<file path="src/hdl/r2fft_pkg.sv">
// Shared types, constants and twiddle lookup for the radix-2 FFT unit.
package r2fft_pkg;

  localparam int POINTS_DEFAULT = 64;

  typedef struct packed {
    logic signed [15:0] sample_real;
    logic signed [15:0] sample_imag;
  } sample_t;

  typedef struct packed {
    logic signed [23:0] bin_real;
    logic signed [23:0] bin_imag;
    logic               last_bin;
  } bin_t;

  typedef struct packed {
    logic signed [23:0] re;
    logic signed [23:0] im;
  } cplx_t;

  localparam logic signed [15:0] QSIN [0:16] = '{
    16'sd0, 16'sd3212, 16'sd6393, 16'sd9512, 16'sd12540, 16'sd15447, 16'sd18205,
    16'sd20788, 16'sd23170, 16'sd25330, 16'sd27246, 16'sd28899, 16'sd30274,
    16'sd31357, 16'sd32138, 16'sd32610, 16'sd32767
  };

  // Sine of 2*pi*t/64 in Q1.15 built from the quarter-wave table.
  function automatic logic signed [15:0] sine64(input logic [5:0] t);
    logic [4:0] fwd;
    logic [4:0] rev;
    fwd = {1'b0, t[3:0]};
    rev = 5'd16 - fwd;
    case (t[5:4])
      2'd0: sine64 = QSIN[fwd];
      2'd1: sine64 = QSIN[rev];
      2'd2: sine64 = -QSIN[fwd];
      default: sine64 = -QSIN[rev];
    endcase
  endfunction

  function automatic logic signed [23:0] sat24(input logic signed [26:0] v);
    if (v > 27'sd8388607) begin
      sat24 = 24'sh7FFFFF;
    end else if (v < -27'sd8388608) begin
      sat24 = 24'sh800000;
    end else begin
      sat24 = v[23:0];
    end
  endfunction

endpackage

</file>
<file path="src/hdl/r2fft_cell.sv">
// One decimation-in-time stage: twiddle multiply, delay line and butterfly.
module r2fft_cell #(
  parameter int POINTS = r2fft_pkg::POINTS_DEFAULT,
  parameter int HALF   = 1
) (
  input  logic              clk,
  input  logic              rst,
  input  logic              inv,
  input  logic              in_valid,
  input  r2fft_pkg::cplx_t  in_data,
  output logic              out_valid,
  output r2fft_pkg::cplx_t  out_data
);

  localparam int S  = $clog2(HALF);
  localparam int KW = $clog2(POINTS) + 1;

  logic [S:0]    kf;
  logic [5:0]    tw_idx;
  logic signed [15:0] wr;
  logic signed [15:0] sn;
  logic signed [15:0] wi;

  // Product register stage.
  logic               pv;
  logic               phi;
  r2fft_pkg::cplx_t   px;
  logic signed [39:0] pr1, pr2, pi1, pi2;

  // Delay line core.
  r2fft_pkg::cplx_t   dly [0:HALF-1];
  logic [KW-1:0]      kc;
  logic               drain;
  logic [S:0]         dcnt;

  logic signed [40:0] sum_re, sum_im;
  logic signed [40:0] rnd_re, rnd_im;
  logic signed [26:0] a_re, a_im, p_re, p_im;
  r2fft_pkg::cplx_t   head, push_val, out_next;
  logic               shift_en, out_valid_next;

  always_comb begin
    tw_idx = 6'((32'(kf) % HALF) << (5 - S));
    wr = r2fft_pkg::sine64(tw_idx + 6'd16);
    sn = r2fft_pkg::sine64(tw_idx);
    wi = inv ? sn : -sn;
  end

  always_ff @(posedge clk) begin
    if (rst) begin
      kf <= '0;
      pv <= 1'b0;
    end else begin
      pv <= in_valid;
      if (in_valid) begin
        kf <= kf + 1'b1;
      end
    end
    phi <= kf[S];
    px  <= in_data;
    pr1 <= in_data.re * wr;
    pr2 <= in_data.im * wi;
    pi1 <= in_data.re * wi;
    pi2 <= in_data.im * wr;
  end

  always_comb begin
    head   = dly[HALF-1];
    sum_re = 41'(pr1) - 41'(pr2);
    sum_im = 41'(pi1) + 41'(pi2);
    rnd_re = sum_re + 41'sd16384;
    rnd_im = sum_im + 41'sd16384;
    p_re   = 27'(signed'(rnd_re[40:15]));
    p_im   = 27'(signed'(rnd_im[40:15]));
    a_re   = 27'(head.re);
    a_im   = 27'(head.im);
    shift_en = pv || drain;
    push_val = px;
    out_next = head;
    out_valid_next = 1'b0;
    if (pv && phi) begin
      out_next.re = r2fft_pkg::sat24(a_re + p_re);
      out_next.im = r2fft_pkg::sat24(a_im + p_im);
      push_val.re = r2fft_pkg::sat24(a_re - p_re);
      push_val.im = r2fft_pkg::sat24(a_im - p_im);
      out_valid_next = 1'b1;
    end else if (pv) begin
      // The first block of each frame only fills the delay line.
      out_valid_next = (kc >= KW'(2 * HALF));
    end else if (drain) begin
      out_valid_next = 1'b1;
    end
  end

  always_ff @(posedge clk) begin
    if (shift_en) begin
      dly[0] <= push_val;
      for (int i = 1; i < HALF; i++) begin
        dly[i] <= dly[i-1];
      end
    end
    out_data <= out_next;
  end

  always_ff @(posedge clk) begin
    if (rst) begin
      kc        <= '0;
      drain     <= 1'b0;
      dcnt      <= '0;
      out_valid <= 1'b0;
    end else begin
      out_valid <= out_valid_next;
      if (pv) begin
        if (kc == KW'(POINTS - 1)) begin
          kc    <= '0;
          drain <= 1'b1;
          dcnt  <= '0;
        end else begin
          kc <= kc + 1'b1;
        end
      end else if (drain) begin
        if (dcnt == (S+1)'(HALF - 1)) begin
          drain <= 1'b0;
        end
        dcnt <= dcnt + 1'b1;
      end
    end
  end

endmodule

</file>
<file path="config.mk">
export PLATFORM = sky130hd
export DESIGN_NAME = r2fft_cell
export DESIGN_NICKNAME = d
export VERILOG_FILES = /design/src/hdl/r2fft_pkg.sv /design/src/hdl/r2fft_cell.sv
export SDC_FILE = /design/constraint.sdc
export NUM_CORES = 2
export LEC_CHECK = 0
export BUFFER_PORTS_ARGS = -buffer_cell sky130_fd_sc_hd__buf_4
export CAP_MARGIN = 20
export CORE_MARGIN = 10
export CORE_UTILIZATION = 40
export DETAILED_ROUTE_END_ITERATION = 16
export GPL_ROUTABILITY_DRIVEN = 0
export PLACE_DENSITY = 0.55
export SETUP_SLACK_MARGIN = 0.05
export SKIP_CTS_REPAIR_TIMING = 1
export SLEW_MARGIN = 20
export SYNTH_ARGS = -nofsm -noshare
export SYNTH_HDL_FRONTEND = slang
export SYNTH_SLANG_ARGS = --single-unit
export TNS_END_PERCENT = 20
</file>
<file path="constraint.sdc">
create_clock -name clk -period 14.95 [get_ports clk]
set_input_delay 2.99 -clock clk [delete_from_list [all_inputs] [get_ports clk]]
set_output_delay 2.99 -clock clk [all_outputs]
set_load 0.01 [all_outputs]
</file>
==> impl_metrics.json <==
{
  "status": "complete, no violations",
  "grt_antenna_before_repair": 2,
  "ioPinCount": 101,
  "syn_avg_cell_area_sq_um": 9.17,
  "fillers": 7759,
  "cts.path.max_buffers": 3,
  "nNetsFinal": 4354,
  "synth_top_area_frac": 0.272,
  "firstDrtPassIters": 5,
  "multi_input_area_sq_um": 23600,
  "synthFlopType": "dfxtp_1",
  "synth_area_leaders": "fa_1 (27%), ha_1 (17%), dfxtp_1 (10%)",
  "grt_max_degree": 76,
  "final_hold_viol_count": 0,
  "grt.overflow.total": 0,
  "cts_tree": "yes",
  "cap_violations": 0,
  "clock_sinks": 209,
  "start_kind": "input port",
  "path_clk_slew_ns": 0.06,
  "drive_above_1_share": 0.0607,
  "yosysTopAreaCell": "fa_1",
  "syn_to_final_growth_pct": 7.90,
  "tightest_slew_ns": 0.916,
  "drc": 0,
  "async_flop_share": 0,
  "drtIter0Drc": 1335,
  "fin_crit_sh": 0.615,
  "wire_per_inst_um": 17.6,
  "h-tree-depth": 1,
  "clk-insertion-delay-late_ns": 0.54,
  "cts_root_buf": "clkbuf_16",
  "synth_commonest_cells": "inv_1 (721), fa_1 (426), ha_1 (415), nor2_1 (203), a21oi_1 (201)",
  "synth_top_family_by_area": "adder cells",
  "synthMuxAreaShare": 0.00160,
  "yosys_register_bits": 209,
  "wl_mm": 79.5,
  "netlist_instances": 3416,
  "final_max_slew_viol_count": 0,
  "start_util": 0.404,
  "io_buffers": 99,
  "timing.setup.tns_ns": 0,
  "hp-class": "reg2reg",
  "gr-usage-all-layers": 0.177,
  "diodes": 0,
  "syn-num-nets": 4309,
  "grt_pass1_vias": 23300,
  "required_ns": 15.41,
  "rows": 102,
  "min_period_ns": 9.19,
  "yosys.area_share.xor_xnor": 0.0839,
  "yosysWarnings": 0,
  "rsz0062_at_grt": "false",
  "dp_hpwl_mm": 67.4,
  "synth_edf_count": 48,
  "die_x_um": 300,
  "fin_skew_ns": 0.0172,
  "die_h_um": 300,
  "seqCellArea_sq_um": 4660,
  "netlist_area_sq_um": 31300,
  "synth_fa_ha_area_frac": 0.439,
  "cp-end-kind": "flip-flop",
  "ys_types": 92,
  "crit_arrival_ns": 9.65,
  "ant_nets": 0,
  "max_freq_mhz": 109,
  "yosys.area_share.simple": 0.0992,
  "vias": 22700,
  "die_area_sq_um": 89900,
  "viasPerCell": 5.03,
  "path_class": "in2reg",
  "synth_most_common_cell": "inv_1",
  "worstPathMaxFanout": 5,
  "setup_violations": 0,
  "cts_made_buffers": 22,
  "synth-compound-area-share": 0.128,
  "ff2ff_setup_slack_ns": 9.28,
  "grt_first_pass_wirelength_mm": 128,
  "ys_seq_area_frac": 0.149,
  "coreArea_sq_um": 77500,
  "maxSlewHeadroom": 0.390
}
layer usage:
metal / vias up / GRT usage / part of all wire
li1: 11100 / - / -
met1: 11100 / 0.256 / 0.48
met2: 468 / 0.288 / 0.45
met3: 61 / 0.0221 / 0.051
met4: 0 / 0.0236 / 0.013
met5: - / 0 / 0
worst max-delay path, stage by stage:
cell and delay (ns):
buf_4 0.14, inv_1 0.18, fa_1 0.76, inv_1 0.18, fa_1 0.59, fa_1 0.46, fa_1 0.50, fa_1 0.48
inv_1 0.05, fa_1 0.47, inv_1 0.04, ha_1 0.32, nand4_1 0.12, a2111o_1 0.40, a31oi_1 0.47, o211ai_1 0.23
a31oi_1 0.29, a41o_1 0.27, nand4_1 0.15, o21a_1 0.23, a21oi_1 0.16, xor2_1 0.15
path summary, 6_finish.rpt:
kind | from | end | cells past startpoint
max | in_data[9] | pi2[38]$_DFF_P_ | 22
min | kf$_SDFFE_PP0P_ | phi$_DFF_P_ | 0
max reg2reg | pr1[20]$_DFF_P_ | dly[0][28]$_DFFE_PP_ | 17
min reg2reg | kf$_SDFFE_PP0P_ | phi$_DFF_P_ | 0
flip-flops by register name, indices dropped and copies added (netlist names):
name,flops
out_data,48
pv,1
phi,1
px,46
out_valid,1
dcnt,1
dly,48
pr1,27
pi2,27
kf,1
drain,1
kc,7
through the flow:
stage	worst slack (ns)	instance area [sq um]	utilization	instances	hold WS, ns
floorplan	6.39	31300	-	3416	0.350
global placement	5.28	33100	0.427	4477	0.355
detailed placement	5.27	33100	0.427	4477	0.358
CTS	5.79	33800	0.436	4517	0.371
global route	5.32	33800	0.436	4517	0.379
finish	5.76	33800	0.436	4517	0.368
final cells by class:
cell class / instances / area share
clock buffers: 28 / 0.0176
clock inverters: 12 / 0.00363
inverters: 721 / 0.0801
multi-input cells: 2397 / 0.698
flip-flops and latches: 209 / 0.138
well taps: 1040 / 0.0385
repair buffers: 110 / 0.0244
cells by family after synthesis:
logic type,Yosys count
AND/OR/NAND/NOR,637
adder cells (fa/ha/maj),845
flip-flops,209
buffers and inverters,810
AO/OA/AOI/OAI,611
XOR/XNOR,299
multiplexers,5
cell usage in the layout, fill, tap and decap left out, types with 9 or more instances in the layout:
cell	Yosys	final
a22oi_1	11	11
o21bai_1	36	36
a21oi_1	201	201
nor3_1	39	39
o21ai_1	18	18
nand2b_1	21	21
nor2_1	203	203
nor2b_1	25	25
o31a_1	9	9
a31oi_1	15	14
a21o_1	67	67
nand4_1	25	25
o21ai_0	101	101
nor4_1	9	9
dfxtp_1	161	161
buf_4	1	110
nand3_1	67	67
a211oi_1	20	20
or3_1	16	16
and3_1	24	24
o21a_1	16	16
inv_1	721	720
o211ai_1	11	11
xnor2_1	179	179
edfxtp_1	48	48
xor2_1	119	119
fa_1	426	426
or2_2	32	32
and2_1	17	16
a221o_1	17	17
nand2_1	126	125
o31ai_1	12	11
clkbuf_16	0	22
ha_1	415	415
Power is left out: the tool's default activity adds up to more than one toggle a clock period on the data nets, which glitch-free logic cannot reach.
